[src/rtl/isst_pkg.sv]
// Shared types and constants for the interpolation search table.
// Depends on nothing; every other file imports it.
package isst_pkg;

  localparam int TableDepth = 1024;
  localparam int IdxW       = 10;
  localparam int PosW       = 11;
  localparam int KeyW       = 64;
  localparam int QueueDepth = 4;
  localparam int QPtrW      = 2;
  localparam int ProdW      = KeyW + IdxW;
  localparam int DivCntW    = 7;

  localparam logic [KeyW-1:0] SignBias = {1'b1, {(KeyW-1){1'b0}}};

  typedef enum logic [1:0] {
    REQ_LOAD  = 2'd0,
    REQ_EXACT = 2'd1,
    REQ_LOWER = 2'd2,
    REQ_UPPER = 2'd3
  } req_kind_e;

  // Queued request; the key is stored sign-flipped so unsigned order is signed order.
  typedef struct packed {
    req_kind_e       kind;
    logic [IdxW-1:0] idx;
    logic [KeyW-1:0] key;
  } isst_item_t;

  typedef enum logic [3:0] {
    S_IDLE,
    S_LOOP,
    S_RD_HI,
    S_CHK,
    S_MUL,
    S_DIV,
    S_PROBE,
    S_CMP,
    S_OUT
  } eng_state_e;

endpackage

[src/rtl/isst_req_if.sv]
// Request and result channel interfaces for the search table.
// Depends on isst_pkg for the field widths.
interface isst_req_if import isst_pkg::*; ();
  logic                   valid;
  logic                   ready;
  logic [1:0]             req_type;
  logic [IdxW-1:0]        entry_index;
  logic signed [KeyW-1:0] item_value;

  modport source (output valid, req_type, entry_index, item_value, input ready);
  modport sink   (input valid, req_type, entry_index, item_value, output ready);
endinterface


[src/rtl/isst_front.sv]
// Front end: takes requests, classifies them and holds them in a short queue.
// Depends on isst_pkg and isst_req_if.
module isst_front import isst_pkg::*; (
  input  logic       clk_i,
  input  logic       rst_ni,
  isst_req_if.sink   req,
  output logic       item_valid_o,
  input  logic       item_ready_i,
  output isst_item_t item_o
);

  isst_item_t            queue_q [QueueDepth];
  logic [QPtrW-1:0]      wr_ptr_q, wr_ptr_d, rd_ptr_q, rd_ptr_d;
  logic [QPtrW:0]        count_q, count_d;
  logic                  push, pop;
  isst_item_t            new_item;

  assign req.ready    = (count_q != QueueDepth[QPtrW:0]);
  assign push         = req.valid && req.ready;
  assign item_valid_o = (count_q != '0);
  assign pop          = item_valid_o && item_ready_i;
  assign item_o       = queue_q[rd_ptr_q];

  always_comb begin
    new_item.kind = req_kind_e'(req.req_type);
    new_item.idx  = req.entry_index;
    new_item.key  = req.item_value ^ SignBias;
    wr_ptr_d = push ? wr_ptr_q + 1'b1 : wr_ptr_q;
    rd_ptr_d = pop  ? rd_ptr_q + 1'b1 : rd_ptr_q;
    count_d  = count_q + {{QPtrW{1'b0}}, push} - {{QPtrW{1'b0}}, pop};
  end

  always_ff @(posedge clk_i or negedge rst_ni) begin
    if (!rst_ni) begin
      wr_ptr_q <= '0;
      rd_ptr_q <= '0;
      count_q  <= '0;
    end else begin
      wr_ptr_q <= wr_ptr_d;
      rd_ptr_q <= rd_ptr_d;
      count_q  <= count_d;
    end
  end

  always_ff @(posedge clk_i) begin
    if (push) begin
      queue_q[wr_ptr_q] <= new_item;
    end
  end

  assert property (@(posedge clk_i) disable iff (!rst_ni) count_q <= QueueDepth[QPtrW:0])
    else $error("queue count above depth");
  assert property (@(posedge clk_i) disable iff (!rst_ni)
      (push && !pop) |=> count_q == $past(count_q) + 1'b1)
    else $error("push lost");
  assert property (@(posedge clk_i) disable iff (!rst_ni)
      (count_q == '0) |-> !pop)
    else $error("pop from empty queue");

endmodule

[src/flat_wrapper.sv]
// flat-port wrapper written by rule: the top's interface ports become plain ports
module isst_front_flat import isst_pkg::*;
  (clk_i, rst_ni, item_valid_o, item_ready_i, item_o, req_valid, req_req_type, req_entry_index, req_item_value, req_ready);
  isst_req_if req_i ();
  input  logic clk_i;
  input  logic rst_ni;
  output logic item_valid_o;
  input  logic item_ready_i;
  output isst_item_t item_o;
  input wire logic [$bits(req_i.valid)-1:0] req_valid;
  input wire logic [$bits(req_i.req_type)-1:0] req_req_type;
  input wire logic [$bits(req_i.entry_index)-1:0] req_entry_index;
  input wire logic [$bits(req_i.item_value)-1:0] req_item_value;
  output wire logic [$bits(req_i.ready)-1:0] req_ready;
  assign req_i.valid = req_valid;
  assign req_i.req_type = req_req_type;
  assign req_i.entry_index = req_entry_index;
  assign req_i.item_value = req_item_value;
  assign req_ready = req_i.ready;
  isst_front u_core (.clk_i(clk_i), .rst_ni(rst_ni), .req(req_i), .item_valid_o(item_valid_o), .item_ready_i(item_ready_i), .item_o(item_o));
endmodule
[config.mk]
export PLATFORM = sky130hd
export DESIGN_NAME = isst_front_flat
export DESIGN_NICKNAME = d
export VERILOG_FILES = /design/src/rtl/isst_pkg.sv /design/src/rtl/isst_req_if.sv /design/src/rtl/isst_front.sv /design/src/flat_wrapper.sv
export SDC_FILE = /design/constraint.sdc
export NUM_CORES = 1
export LEC_CHECK = 0
export BUFFER_PORTS_ARGS = -buffer_cell sky130_fd_sc_hd__buf_2
export CORE_ASPECT_RATIO = 2
export CORE_MARGIN = 2
export CORE_UTILIZATION = 61
export DETAILED_ROUTE_END_ITERATION = 10
export PLACE_DENSITY = 0.84
export SETUP_SLACK_MARGIN = 0.02
export SLEW_MARGIN = 30
export SYNTH_ARGS = -nofsm -noshare
export SYNTH_HDL_FRONTEND = slang
export SYNTH_SLANG_ARGS = --single-unit
export TNS_END_PERCENT = 50
[constraint.sdc]
create_clock -name clk_i -period 5.35 [get_ports clk_i]
set_clock_uncertainty 0.05 [all_clocks]
set_input_delay 0.2675 -clock clk_i [delete_from_list [all_inputs] [get_ports clk_i]]
set_output_delay 0.2675 -clock clk_i [all_outputs]
set_load 0.1 [all_outputs]
==> results.json <==
{
  "status": "complete, no violations",
  "cts_buffers": 25,
  "cts_tree": "built",
  "post-place-ws_ps": 2584,
  "drt-pass1-iter-count": 4,
  "yosysTopAreaCell": "edfxtp_1",
  "critPathArrivalTime_ps": 2890,
  "worst_setup_path_end_kind": "output pin",
  "min_path_type": "input port to flop",
  "vias_per_cell": 5.901,
  "wl_per_cell_um": 23.30,
  "path_class": "flop to output pin",
  "cts.clk_slew.worst_paths_ps": 70,
  "cp-start-kind": "flop",
  "crit_slowest_cell": "dfrtp_4",
  "syn_nets": 528,
  "grt_max_degree": 43,
  "reg2reg_slack_ps": 2800,
  "synth_area_leaders": "edfxtp_1 (80%), mux4_2 (15%), dfrtp_1 (1.5%)",
  "nets": 777,
  "dr_total_vias": 5464,
  "rows": 70,
  "fp.coreArea_um2": 18310,
  "async_flop_share": 0.02251,
  "slew_viol_final": 0,
  "worstPathCellList": "buf_4 -> mux4_2 -> buf_2",
  "routabilityCongestion": 0.7278,
  "globalRouteOverflowTotal": 0,
  "stdcell_count": 926,
  "postSynthAreaPerCell_um2": 25.96,
  "fmax_mhz": 312.0,
  "finalSetupViolations": 0,
  "placed_cell_area_um2": 12460,
  "clock-root-buffer": "clkbuf_16",
  "area_growth_syn_to_layout_pct": 22.22,
  "critPathLaunch": "u_core.rd_ptr_q[0]",
  "post_cts_buffers": 0,
  "synth.distinct_cells": 25,
  "io_pins": 158,
  "yosysMostFrequentCell": "edfxtp_1",
  "clock_latency_ps": 510,
  "h-tree-depth": 1,
  "synth_common_cells": "edfxtp_1 (304), mux4_2 (76), buf_2 (8), inv_1 (8), dfrtp_1 (7)",
  "worst_slack_ps": 2145,
  "antenna_found_initial": 1,
  "cts.sinks": 311,
  "clk_path_buf_depth": 3,
  "grt_pass1_wl_um": 32900,
  "start_util": 0.6255,
  "antenna_left": 0,
  "tightestPinTransition_ps": 746.7,
  "netlist_instances": 441,
  "dp_hpwl_um": 12500,
  "drtIter0Drc": 308,
  "fin_crit_ps": 3205,
  "die_y_um": 197.8,
  "yosysWarnings": 0,
  "port_buffers": 157,
  "drc": 0,
  "r2r_cells": 3,
  "hold_viol": 0,
  "cp.buffers_inverters": 2,
  "cp_max_fo": 38,
  "die_w_um": 100.9,
  "final_area_um2": 13990,
  "grt_setup_unrepaired": "false",
  "fin_crit_sh": 0.5991,
  "r2r_end": "u_core.queue_q[3][72]",
  "grtUsageTotal": 0.2226,
  "dp.cells": 803,
  "relSlewSlack": 0.5022,
  "synth_ff_type": "edfxtp_1",
  "crit_family": "flip-flops",
  "wirelength_um": 21570,
  "tns_ps": 0,
  "synth_area_um2": 11450,
  "dieArea_um2": 19950,
  "path_depth": 3,
  "fillers": 963,
  "synth-edff-count": 304,
  "endpoint": "item_o[41]",
  "reg2reg_from": "u_core.count_q[1]",
  "drive_gt1_frac": 0.3983,
  "maxCapViolations": 0,
  "ys_seq_area_frac": 0.8126,
  "slowest_delay_ps": 930,
  "required_ps": 5030,
  "synth.top_cell.area_share": 0.7973,
  "grt_pass1_vias": 6002,
  "ys_ff_latch": 311
}
-- worst reg2reg max path, stage by stage (launching register included) --
cell     delay, ps
dfrtp_1        510
nor3b_1        190
and3b_4        780
buf_4          640
-- state kept, by name, summed over array words and instances, names as in the netlist --
register         flops
u_core.queue_q     304
u_core.count_q       3
u_core.rd_ptr_q      2
u_core.wr_ptr_q      2
-- through the flow --
step           hold WS, ps    util
6_report             21.53  0.7645
5_1_grt              24.71  0.7643
4_1_cts              12.42  0.7642
3_5_place_dp         63.96  0.6807
3_3_place_gp         60.24  0.6792
2_1_floorplan       -78.09       -
-- what timing repair did --
item | in CTS | in global routing
endpoints found under the hold margin | 307 | 0
resized for setup | 0 | 0
hold buffers | 76 | 0
-- how the worst min path moves through the flow --
stage	to	slack, ps	start	cells after the start
2_1_floorplan	u_core.count_q[0]	-80	rst_ni	0
3_3_place_gp	u_core.count_q[0]	60	rst_ni	1
3_5_place_dp	u_core.wr_ptr_q[1]	60	rst_ni	1
4_1_cts	u_core.queue_q[3][63]	10	req_item_value[63]	2
5_1_grt	u_core.queue_q[3][63]	20	req_item_value[63]	2
6_report	u_core.queue_q[2][63]	20	req_item_value[63]	2
-- layout make-up --
class / count / area [µm²] / area share
well taps: 216 / 270.3 / 0.01931
clock inverters: 17 / 130.1 / 0.009299
multi-input cells: 104 / 1991 / 0.1423
clock buffers: 28 / 636.9 / 0.04551
diodes: 2 / 5.005 / 0.0003577
flip-flops and latches: 311 / 9311 / 0.6654
inverters: 8 / 30.03 / 0.002146
repair buffers: 240 / 1619 / 0.1157
-- layer usage --
| metal | vias to the layer above | GRT usage | routed length (µm) |
|---|---|---|---|
| li1 | 2395 | - | - |
| met1 | 2787 | 0.2742 | 7651 |
| met2 | 216 | 0.3916 | 11960 |
| met3 | 66 | 0.03000 | 1030 |
| met4 | 0 | 0.09691 | 928 |
| met5 | - | 0 | 0 |
-- layout by cell type (no fill, tap or decap) --
cell and n:
o31a_1 1, clkinv_2 8, buf_2 157, clkbuf_16 25, and3b_4 4, nor3b_1 1
xor2_1 1, or3_1 1, dlygate4sd3_1 76, bufinv_16 2, buf_16 1, o311ai_0 1
dfrtp_1 5, nand2_1 1, mux4_2 76, buf_4 6, edfxtp_1 304, and2b_1 1
xnor2_1 3, dfrtp_4 2, nand4bb_1 1, nand2b_1 3, clkinvlp_4 1, diode_2 2
clkinv_1 6, or4bb_1 1, clkbuf_1 3, inv_1 8, o211ai_1 2, fa_1 1
ha_1 6
-- cells by family after synthesis --
kind of cell | count (synthesis) | share of synthesized area
buffers and inverters | 26 | 0.01486
and+or+nand+nor | 13 | 0.008852
DFF | 311 | 0.8126
muxes | 76 | 0.1495
AOI/OAI and AO/OA | 4 | 0.002841
adders and majority gates | 7 | 0.008305
xor gates and xnor gates | 4 | 0.003060
Power is left out: the tool's default activity adds up to more than one toggle a clock period on the data nets, which glitch-free logic cannot reach.
